--- src/tmr_pkg.sv ---
// Shared types and constants for the three-counter interval timer.
// No dependencies.
package tmr_pkg;

  typedef enum logic [2:0] {
    CMD_CTRL  = 3'd0,
    CMD_WRITE = 3'd1,
    CMD_READ  = 3'd2,
    CMD_GATE  = 3'd3,
    CMD_TICK  = 3'd4
  } cmd_t;

  localparam logic [1:0] ACC_LOW  = 2'd1;
  localparam logic [1:0] ACC_HIGH = 2'd2;
  localparam logic [1:0] ACC_BOTH = 2'd3;

  localparam logic [1:0]  SEL_READBACK = 2'd3;
  localparam logic [15:0] CNT_ALL      = 16'hFFFF;
  localparam logic [15:0] CNT_EVEN     = 16'hFFFE;
  localparam logic [15:0] CNT_CH1_INIT = 16'd18;
  localparam logic [7:0]  BYTE_IDLE    = 8'hFF;

  typedef struct packed {
    logic       step;
    logic [2:0] cmd;
    logic [1:0] sel;
    logic [7:0] data;
    logic       gate;
  } ctr_req_t;

  typedef struct packed {
    logic       lvl;
    logic       evt;
    logic [7:0] rd;
  } ctr_rsp_t;

  function automatic logic bad_mode(input logic [2:0] m);
    bad_mode = (m == 3'd1) || (m == 3'd4) || (m == 3'd5);
  endfunction

endpackage

--- src/tmr_counter.sv ---
// One timer counter: control, data access, gate and tick handling.
// Depends on tmr_pkg.
module tmr_counter import tmr_pkg::*; #(
  parameter logic [1:0] CH = 2'd0
) (
  input  logic     clk,
  input  logic     rst_n,
  input  ctr_req_t req,
  output ctr_rsp_t rsp
);

  logic [15:0] cc_r, cc_nxt, rl_r, rl_nxt, hc_r, hc_nxt;
  logic [7:0]  hs_r, hs_nxt;
  logic [2:0]  md_r, md_nxt;
  logic [1:0]  am_r, am_nxt;
  logic bcd_r, bcd_nxt, g_r, g_nxt, lvl_r, lvl_nxt, wln_r, wln_nxt, rln_r, rln_nxt;
  logic ai_r, ai_nxt, lp_r, lp_nxt, ch_r, ch_nxt, sh_r, sh_nxt;
  logic       ntf, done, fin;
  logic [7:0] rd;
  logic [15:0] pv;
  logic [2:0]  m;

  always_comb begin
    cc_nxt = cc_r; rl_nxt = rl_r; hc_nxt = hc_r; hs_nxt = hs_r;
    md_nxt = md_r; am_nxt = am_r; bcd_nxt = bcd_r; g_nxt = g_r;
    lvl_nxt = lvl_r; wln_nxt = wln_r; rln_nxt = rln_r; ai_nxt = ai_r;
    lp_nxt = lp_r; ch_nxt = ch_r; sh_nxt = sh_r;
    ntf = 1'b0; done = 1'b0; fin = 1'b0; rd = BYTE_IDLE; pv = cc_r;
    m = req.data[3:1];
    case (req.cmd)
      CMD_CTRL: begin
        if (req.data[7:6] == SEL_READBACK) begin
          if (req.data[1 + CH]) begin
            if (!req.data[4] && !sh_r) begin
              hs_nxt = {lvl_r, 1'b0, ch_r ? 2'b00 : am_r, md_r, bcd_r};
              sh_nxt = 1'b1;
            end
            if (!req.data[5] && !ch_r) begin
              hc_nxt = cc_r; ch_nxt = 1'b1; rln_nxt = 1'b1;
            end
          end
        end else if (req.data[7:6] == CH) begin
          if (req.data[5:4] == 2'b00) begin
            if (!ch_r) begin
              hc_nxt = cc_r; ch_nxt = 1'b1; rln_nxt = 1'b1;
            end
          end else if (!bad_mode(m)) begin
            am_nxt = req.data[5:4];
            bcd_nxt = req.data[0];
            md_nxt = m;
            lvl_nxt = (m != 3'd0);
            ntf = (lvl_nxt != lvl_r);
            ai_nxt = 1'b1; wln_nxt = 1'b1; rln_nxt = 1'b1; lp_nxt = 1'b0;
          end
        end
      end
      CMD_WRITE: begin
        if (req.sel == CH) begin
          case (am_r)
            ACC_LOW: begin
              rl_nxt = {rl_r[15:8], req.data}; done = 1'b1;
            end
            ACC_HIGH: begin
              rl_nxt = {req.data, rl_r[7:0]}; done = 1'b1;
            end
            ACC_BOTH: begin
              if (wln_r) rl_nxt = {rl_r[15:8], req.data};
              else begin
                rl_nxt = {req.data, rl_r[7:0]}; done = 1'b1;
              end
              wln_nxt = !wln_r;
            end
            default: done = 1'b0;
          endcase
          if (done) begin
            if (md_r == 3'd0) begin
              lp_nxt = 1'b1;
              if (lvl_r) begin
                lvl_nxt = 1'b0; ntf = 1'b1;
              end
            end else if (ai_r) lp_nxt = 1'b1;
            ai_nxt = 1'b0;
          end
        end
      end
      CMD_READ: begin
        if (req.sel == CH) begin
          if (sh_r) begin
            sh_nxt = 1'b0; rd = hs_r;
          end else begin
            pv = ch_r ? hc_r : cc_r;
            case (am_r)
              ACC_LOW: begin
                rd = pv[7:0]; fin = 1'b1;
              end
              ACC_HIGH: begin
                rd = pv[15:8]; fin = 1'b1;
              end
              ACC_BOTH: begin
                if (rln_r) begin
                  rln_nxt = 1'b0; rd = pv[7:0];
                end else begin
                  rln_nxt = 1'b1; rd = pv[15:8]; fin = 1'b1;
                end
              end
              default: rd = BYTE_IDLE;
            endcase
            if (ch_r && fin) ch_nxt = 1'b0;
          end
        end
      end
      CMD_GATE: begin
        if (CH == 2'd2) begin
          g_nxt = req.gate;
          if ((md_r inside {3'd2, 3'd3, 3'd6, 3'd7}) && g_r && !req.gate && !lvl_r) begin
            lvl_nxt = 1'b1; ntf = 1'b1; ai_nxt = 1'b1;
          end
        end
      end
      CMD_TICK: begin
        if (md_r inside {3'd0, 3'd2, 3'd3, 3'd6, 3'd7}) begin
          if (lp_r) begin
            cc_nxt = (md_r inside {3'd3, 3'd7}) ? (rl_r & CNT_EVEN) : rl_r;
            lp_nxt = 1'b0;
          end else if (g_r) begin
            if (md_r == 3'd0) begin
              if (cc_r == 16'd0) cc_nxt = CNT_ALL;
              else if (cc_r == 16'd1) begin
                cc_nxt = 16'd0;
                if (!lvl_r) begin
                  lvl_nxt = 1'b1; ntf = 1'b1;
                end
              end else cc_nxt = cc_r - 16'd1;
            end else if (md_r inside {3'd2, 3'd6}) begin
              if (cc_r == 16'd0) cc_nxt = CNT_ALL;
              else if (cc_r == 16'd1) begin
                cc_nxt = rl_r; lvl_nxt = 1'b1; ntf = 1'b1;
              end else if (cc_r == 16'd2) begin
                cc_nxt = 16'd1; lvl_nxt = 1'b0; ntf = 1'b1;
              end else cc_nxt = cc_r - 16'd1;
            end else begin
              if (cc_r > 16'd4) cc_nxt = cc_r - 16'd2;
              else if (cc_r == 16'd4) cc_nxt = 16'd2;
              else if (cc_r == 16'd3 || cc_r == 16'd2) begin
                cc_nxt = rl_r & CNT_EVEN; lvl_nxt = !lvl_r; ntf = 1'b1;
              end else cc_nxt = CNT_EVEN;
            end
          end
        end
      end
      default: ntf = 1'b0;
    endcase
  end

  assign rsp.lvl = lvl_nxt;
  assign rsp.evt = ntf && lvl_nxt;
  assign rsp.rd  = rd;

  always_ff @(posedge clk) begin
    if (!rst_n) begin
      cc_r <= (CH == 2'd1) ? CNT_CH1_INIT : 16'd0;
      rl_r <= (CH == 2'd1) ? CNT_CH1_INIT : 16'd0;
      hc_r <= 16'd0; hs_r <= 8'd0; md_r <= 3'd2; am_r <= ACC_LOW;
      bcd_r <= 1'b0; g_r <= (CH != 2'd2); lvl_r <= 1'b0; wln_r <= 1'b0;
      rln_r <= 1'b0; ai_r <= 1'b0; lp_r <= 1'b0; ch_r <= 1'b0; sh_r <= 1'b0;
    end else if (req.step) begin
      cc_r <= cc_nxt; rl_r <= rl_nxt; hc_r <= hc_nxt; hs_r <= hs_nxt;
      md_r <= md_nxt; am_r <= am_nxt; bcd_r <= bcd_nxt; g_r <= g_nxt;
      lvl_r <= lvl_nxt; wln_r <= wln_nxt; rln_r <= rln_nxt; ai_r <= ai_nxt;
      lp_r <= lp_nxt; ch_r <= ch_nxt; sh_r <= sh_nxt;
    end
  end

endmodule

--- src/three_channel_interval_timer_top.sv ---
// Top level of the three-counter interval timer: handshake, result register.
// Depends on tmr_pkg and tmr_counter.
// Each item (bus access, gate change or tick) is accepted when not stalled and
// its result appears in the output register on the next edge; one item per
// cycle is sustained while the result side keeps up.
module three_channel_interval_timer_top import tmr_pkg::*; (
  input  logic       clk,
  input  logic       rst_n,
  input  logic       in_valid,
  output logic       in_stall,
  input  logic [2:0] in_command,
  input  logic [1:0] in_counter_select,
  input  logic [7:0] in_data_byte,
  input  logic       in_gate_level,
  output logic       out_valid,
  input  logic       out_stall,
  output logic [7:0] out_read_data,
  output logic       out_zero,
  output logic       out_one,
  output logic       out_two,
  output logic       out_refresh_toggle,
  output logic       out_mode_error
);

  ctr_req_t   req;
  ctr_rsp_t   rsp [3];
  logic       acc, err, ov_r, rf_r, rf_nxt;
  logic [7:0] rd;

  assign in_stall = ov_r && out_stall;
  assign acc = in_valid && !in_stall;

  assign req.step = acc;
  assign req.cmd  = in_command;
  assign req.sel  = in_counter_select;
  assign req.data = in_data_byte;
  assign req.gate = in_gate_level;

  tmr_counter #(.CH(2'd0)) u_c0 (.clk(clk), .rst_n(rst_n), .req(req), .rsp(rsp[0]));
  tmr_counter #(.CH(2'd1)) u_c1 (.clk(clk), .rst_n(rst_n), .req(req), .rsp(rsp[1]));
  tmr_counter #(.CH(2'd2)) u_c2 (.clk(clk), .rst_n(rst_n), .req(req), .rsp(rsp[2]));

  always_comb begin
    rd = BYTE_IDLE;
    if (in_command == CMD_READ) begin
      case (in_counter_select)
        2'd0: rd = rsp[0].rd;
        2'd1: rd = rsp[1].rd;
        2'd2: rd = rsp[2].rd;
        default: rd = BYTE_IDLE;
      endcase
    end
  end

  assign err = (in_command == CMD_CTRL) && (in_data_byte[7:6] != SEL_READBACK) &&
               (in_data_byte[5:4] != 2'b00) && bad_mode(in_data_byte[3:1]);
  assign rf_nxt = rf_r ^ rsp[1].evt;

  always_ff @(posedge clk) begin
    if (!rst_n) begin
      ov_r <= 1'b0;
      rf_r <= 1'b0;
    end else begin
      if (acc) begin
        ov_r <= 1'b1;
        rf_r <= rf_nxt;
      end else if (!out_stall) begin
        ov_r <= 1'b0;
      end
    end
  end

  always_ff @(posedge clk) begin
    if (acc) begin
      out_read_data      <= rd;
      out_zero           <= rsp[0].lvl;
      out_one            <= rsp[1].lvl;
      out_two            <= rsp[2].lvl;
      out_refresh_toggle <= rf_nxt;
      out_mode_error     <= err;
    end
  end

  assign out_valid = ov_r;

`ifndef SYNTHESIS
  a_acc_gives_result: assert property (@(posedge clk) disable iff (!rst_n)
    acc |=> out_valid) else $error("accepted item produced no result");
  a_stall_only_full: assert property (@(posedge clk) disable iff (!rst_n)
    in_stall |-> out_valid) else $error("input stalled with empty result register");
  a_err_no_read: assert property (@(posedge clk) disable iff (!rst_n)
    (out_valid && out_mode_error) |-> (out_read_data == BYTE_IDLE))
    else $error("mode error with read data");
`endif

endmodule

--- config.mk ---
export PLATFORM = sky130hd
export DESIGN_NAME = three_channel_interval_timer_top
export DESIGN_NICKNAME = d
export VERILOG_FILES = /design/src/tmr_pkg.sv /design/src/tmr_counter.sv /design/src/three_channel_interval_timer_top.sv
export SDC_FILE = /design/constraint.sdc
export NUM_CORES = 1
export LEC_CHECK = 0
export BUFFER_PORTS_ARGS = -buffer_cell sky130_fd_sc_hd__clkbuf_2
export CAP_MARGIN = 20
export CORE_MARGIN = 5
export CORE_UTILIZATION = 65
export DETAILED_ROUTE_END_ITERATION = 6
export PLACE_DENSITY = 0.87
export SETUP_SLACK_MARGIN = 0.5
export SYNTH_ARGS = -nofsm -noshare
export SYNTH_HDL_FRONTEND = slang
export SYNTH_SLANG_ARGS = --single-unit
export TNS_END_PERCENT = 30
--- constraint.sdc ---
create_clock -name clk -period 3.89 [get_ports clk]
set_input_delay 0.389 -clock clk [delete_from_list [all_inputs] [get_ports clk]]
set_output_delay 0.389 -clock clk [all_outputs]
set_load 0.03 [all_outputs]
# ---- After elaboration in Yosys (flattened, before gate mapping)
# Index checks and enable logic that the tools add are counted.
dict set report totals {
  ff_bits 220
  in_bits 18
  out_inout_bits 15
  word_cells 608
}
dict set report classes {
  add_sub_neg 6
  magnitude_cmp 3
  eq_ne 115
  mux 304
  n_bitwise 10
  n_reduce_logical 116
}
# cell count
set ops {}
lappend ops {{16-bit 2-to-1 mux} 55}
lappend ops {{1-bit 2-to-1 mux} 205}
lappend ops {{16-bit case mux with 3 select lines} 3}
lappend ops {{16-bit by 2-bit equality test with 1-bit output (second input constant)} 6}
lappend ops {{8-bit case mux with 3 select lines} 4}
lappend ops {{6-bit AND reduction} 15}
lappend ops {{2-bit by 1-bit inequality test with 1-bit output (second input constant)} 35}
lappend ops {{10-bit AND reduction} 6}
lappend ops {{16-bit by 1-bit equality test with 1-bit output (second input constant)} 3}
lappend ops {{16-bit by 3-bit equality test with 1-bit output (second input constant)} 3}
lappend ops {{16-bit by 3-bit greater-than comparator with 1-bit output (second input constant)} 3}
lappend ops {{16-bit zero test} 3}
lappend ops {{8-bit 2-to-1 mux} 6}
lappend ops {{16-bit by 1-bit subtractor with 16-bit output (second input constant)} 3}
lappend ops {{16-bit by 2-bit subtractor with 16-bit output (second input constant)} 3}
lappend ops {{1-bit case mux with 2 select lines} 20}
lappend ops {{8-bit AND reduction} 5}
lappend ops {{2-bit nonzero test} 20}
lappend ops {{9-bit AND reduction} 4}
lappend ops {{2-bit inequality test (second input constant)} 17}
lappend ops {{3-bit equality test (second input constant)} 9}
lappend ops {{3-bit by 2-bit equality test with 1-bit output (second input constant)} 8}
lappend ops {{3-bit by 1-bit inequality test with 1-bit output (second input constant)} 7}
lappend ops {{1-bit case mux with 3 select lines} 7}
lappend ops {{25 further kinds} 104}

# ---- Logic depth before layout (Yosys ltp)
dict set report depth {
  word_depth 12
  depth_mapped 11
  ltp_nobuf 9
}

# ---- Cells and area by module
# From an unflattened synthesis, not the netlist that was laid out.
dict set report unflattened {
  hier_cells 2093
  area_unflattened_um2 16072.9
}
# mod instances cells_per_inst area_per_inst_um2 seq_area_each_um2
set modules_own_cells {}
lappend modules_own_cells {{tmr_counter at u_c0} 1 686 5213.8 1361.3}
lappend modules_own_cells {{tmr_counter at u_c2} 1 682 5074.9 1381.3}
lappend modules_own_cells {{tmr_counter at u_c1} 1 678 5072.4 1361.3}
lappend modules_own_cells {three_channel_interval_timer_top 1 47 711.9 430.4}

# ---- Least setup slack after synthesis
# No wires, ideal clock.
dict set report synth_path {
  path_type {reg2reg}
  startpoint {register u_c0.cc_r[2]}
  endpoint {register u_c0.cc_r[13]}
  arrival_ns 2.497
  required_ns 3.768
  setup_slack_ns 1.271
  stages_incl_launch_ff 11
  synth_period_minus_slack_ns 2.619
  path_cell_list {dfxtp_1 > clkbuf_1 > inv_1 > ha_1 > nor3b_1 > nand2_1 > or3_1 > xnor2_1 > a221oi_2 > nor4_1 > a311o_1}
}
dict set report synth_between {
  elab_chain_cells 8
  word_cells_on_any_way 20
  classes_between {add/sub (2); order compare (1); eq/ne (4); mux (11); reduce/logical (2)}
}
# element line
set synth_lines {}
lappend synth_lines {{from (decl)} tmr_counter.sv:12} ;# logic [15:0] cc_r, cc_nxt, rl_r, rl_nxt, hc_r, hc_nxt;
lappend synth_lines {{from (signal assigned)} tmr_counter.sv:161} ;# cc_r <= (CH == 2'd1) ? CNT_CH1_INIT : 16'd0;
lappend synth_lines {{from (signal assigned)} tmr_counter.sv:167} ;# cc_r <= cc_nxt; rl_r <= rl_nxt; hc_r <= hc_nxt; hs_r <= hs_nxt;
lappend synth_lines {{branches (longest 6 deep; another with 16-bit by 1-bit subtractor with 16-bit output)} -}
lappend synth_lines {{16-bit 2-to-1 mux *} tmr_counter.sv:126} ;# if (md_r == 3'd0) begin
lappend synth_lines {{16-bit 2-to-1 mux *} tmr_counter.sv:122} ;# if (lp_r) begin
# Every way passes the cells marked *.
# A chain may end at the register's enable or synchronous reset.

# ---- Worst setup path after layout
dict set report layout_path {
  startpoint {register u_c2.cc_r[11]}
  endpoint {register u_c2.cc_r[11]}
}
dict set report layout_between {
  elab_chain_cells 9
  word_cells_on_any_way 21
  classes_between {add/sub (2); order compare (1); eq/ne (4); mux (12); reduce/logical (2)}
}
# element line
set layout_lines {}
lappend layout_lines {{from (decl)} tmr_counter.sv:12}
lappend layout_lines {{from (signal assigned)} tmr_counter.sv:161}
lappend layout_lines {{from (signal assigned)} tmr_counter.sv:167}
lappend layout_lines {{branches (longest 6 deep; another with 16-bit by 1-bit subtractor with 16-bit output)} -}
lappend layout_lines {{16-bit 2-to-1 mux *} tmr_counter.sv:126}
lappend layout_lines {{16-bit 2-to-1 mux *} tmr_counter.sv:125} ;# end else if (g_r) begin
lappend layout_lines {{16-bit 2-to-1 mux *} tmr_counter.sv:122}
# Every way passes the cells marked *. The select of a mux whose other input is x is not followed.

==> results.cfg <==
[run_status]
status = complete, but fails checks
violations = design-rule violations

[clocking]
post_cts_buffers = 0
cts_tree = yes
path_clk_slew_ps = 70
holdBufCountCts = 0
insertion_delay_ps = 550
cts_sinks = 220
cts_resized = 0
root_buffer = clkbuf_16
numCtsBuffers = 25
htree_levels = 1
clockBufferDepth = 3

[placement]
dp_hpwl_um = 37200
place_ws_ps = 841
place_area_um2 = 15500
gp_congestion = 1.04
portBuffers = 32

[timing]
hold_viol_final = 0
max_clock_freq_ghz = 0.320
tightest_slew_ps = 1100
whs_ps = 60.8
finalClockSkew_ps = 21.4
max_slew_margin_pct = 26.2
fin_crit_sh_pct = 80.3
tns_ps = 0
finalSetupViolCount = 0
drv_slew = 0
worst_slack_ps = 767
min_period_ps = 3120
rsz0062_at_grt = false

[setup_path]
cp_slowest_stage_delay_ps = 630
cp-end-kind = flip-flop
critical_path_class = reg -> reg
crit_family = simple AND/OR/NAND/NOR gates
crit_fanout = 15
worstPathBufferInverterCount = 1
r2r-start = u_c2.cc_r[11]$_SDFFE_PN0P_
start_kind = flip-flop
crit_chain = nor4_2 -> and4_1 -> and2_1 -> buf_4 -> a21oi_1 -> o221a_1 -> a221oi_1
worstSetupStartpoint = u_c2.cc_r[11]$_SDFFE_PN0P_
critPathRequiredTime_ps = 4350
cpMaxStageDelayCell = nor4_2
crit_arrival_ps = 3580

[power_and_ir_drop]
seqPwrFrac_pct = 41.8
swShare_pct = 28.4
p_switching_uw = 1610
power.density_nw_per_um2 = 346
vdd_drop_max_mv = 0.431
p_comb_share_pct = 13.6
power_leakage_uw = 0.00580
p_int_uw = 4050
clkPwrFrac_pct = 44.6

[detailed_routing]
wl_per_cell_um = 23.6
wl_um = 53500
vias = 16100
drc = 6
drt_iter0_markers = 2429
vias_per_cell = 7.10
dr.pass1.iters = 7
antenna_left = 0

[grt]
grt_usage_pct = 39.1
antenna_found_initial = 0
grt_max_degree = 67
grt_pass1_vias = 15200
grt_overflow_total = 0
grt_pass1_wl_um = 83900

[synthesis]
async_flop_share_pct = 0
syn-cell-area_um2 = 15100
synth_edf_count = 13
yosys_warnings = 0
ys_ff_latch = 220
synthCells = 1988
synth_cell_types = 92
synth_flop_cell = dfxtp_1
yosysSeqAreaShare_pct = 29.9
syn_nets = 2042
syn_avg_cell_area_um2 = 7.62

[die]
die_h_um = 163
die_w_um = 163
die-area_um2 = 26500
rows = 55
coreArea_um2 = 22800
start_util_pct = 66.5
ios = 33

[finish]
drive_gt1_share_pct = 9.11
final_nets = 1988
syn2layout_area_growth_pct = 7.89
design_area_um2 = 16300
diodes = 0
register_area_um2 = 4530
final_cell_mix = 226 x nor2_1, 207 x dfxtp_1, 166 x o21ai_0
fin_util_pct = 71.8
final_common_cell = nor2_1
multiInputGateArea_um2 = 9770
fill_cells = 1837

[worst_hold_path]
hold_start = in_valid
min_path_type = in -> reg

[run]
cap_violations = 0
-- Yosys cell counts (6+ instances only) --
cell type    n  area [um^2]
nor2_1     227          852
mux2i_1    144         1440
a221o_1      7         70.1
a221oi_1    16          140
nor3_1      52          260
inv_1       40          150
or3_1       25          156
xor2_1      33          289
o22ai_1     35          219
nand2_1    165          619
and2_1      11         68.8
a31oi_1     18          113
o221ai_1     6         52.6
dfxtp_1    207         4140
buf_1       10         37.5
o31ai_1     14          105
nand4_1     24          150
a21o_1      12         90.1
a311oi_1     7         61.3
and4_1      10         87.6
and3_1      15         93.8
nor4_1      17          106
edfxtp_1    13          390
o211ai_1    35          263
o311ai_0    18          158
nand2b_1    24          150
ha_1        36          450
nand3_1     82          410
o21ai_0    166          831
a211oi_1    13         97.6
a21oi_1    150          751
nor2b_1     12         75.1
clkbuf_1   136          510
xnor2_1     42          368
nor4_2       7         87.6
buf_2       25          125
nand3b_1    10         75.1
or2_2        6         37.5
nor3b_1     15          113
a22oi_1      6         45.0
-- path summary, 6_finish.rpt --
kind                                                   end  slack, ps  cells past startpoint
worst min register to register   u_c2.rl_r[0]$_SDFFE_PN0P_        470                      2
worst min-delay path                out_valid$_SDFFE_PN0P_         60                      2
worst max register to register  u_c2.cc_r[11]$_SDFFE_PN0P_        770                      7
worst max-delay path            u_c2.cc_r[11]$_SDFFE_PN0P_        770                      7
-- logic make-up (layout without fill, tap and decap cells) --
logic type,Yosys count,count (layout),share of synthesized area [%]
AND/OR/NAND/NOR,726,726,23.5
AO/OA/AOI/OAI,569,569,23.9
flip-flops,220,220,29.9
buffers and inverters,216,181,5.69
multiplexers,146,146,9.66
XOR/XNOR,75,75,4.34
adder cells (fa/ha/maj),36,36,2.97
-- cell type report --
| cell class | instances | area share, % |
|---|---|---|
| Clock buffer | 30 | 4.06 |
| Clock inverter | 16 | 1.19 |
| Inverter | 41 | 0.957 |
| Multi-Input combinational cell | 1552 | 59.7 |
| Sequential cell | 220 | 27.7 |
| Tap cell | 313 | 2.40 |
| Timing Repair Buffer | 94 | 3.90 |
-- power by group through the flow --
stage	combinational, uW	clock, uW	sequential (uW)
after floorplan	535	0	2390
after global placement	728	0	2410
after detailed placement	730	0	2410
after CTS	738	2510	2360
after global routing	814	2620	2360
final	770	2520	2360
-- stage by stage --
step	total power, uW	std cells
detailed placement	3140	2220
floorplan	2920	1988
finish	5650	2266
global placement	3140	2220
global route	5800	2266
CTS	5610	2266
-- state kept, by name (all words and copies together), names as in the netlist, 2 cells and up --
signal,cells
out_read_data,8
u_c0.am_r,2
u_c0.cc_r,16
u_c0.hc_r,16
u_c0.hs_r,7
u_c0.md_r,3
u_c0.rl_r,16
u_c1.am_r,2
u_c1.cc_r,16
u_c1.hc_r,16
u_c1.hs_r,7
u_c1.md_r,3
u_c1.rl_r,16
u_c2.am_r,2
u_c2.cc_r,16
u_c2.hc_r,16
u_c2.hs_r,7
u_c2.md_r,3
u_c2.rl_r,16
-- metal layers --
layer / up-vias / global-route usage [%] / part of all wire (%)
li1: 7152 / - / -
met1: 7415 / 50.3 / 37
met2: 1220 / 60.7 / 43
met3: 297 / 6.73 / 12
met4: 0 / 24.9 / 7.7
met5: - / 0 / 0
No activity file was read; power rests on OpenSTA's default activity.
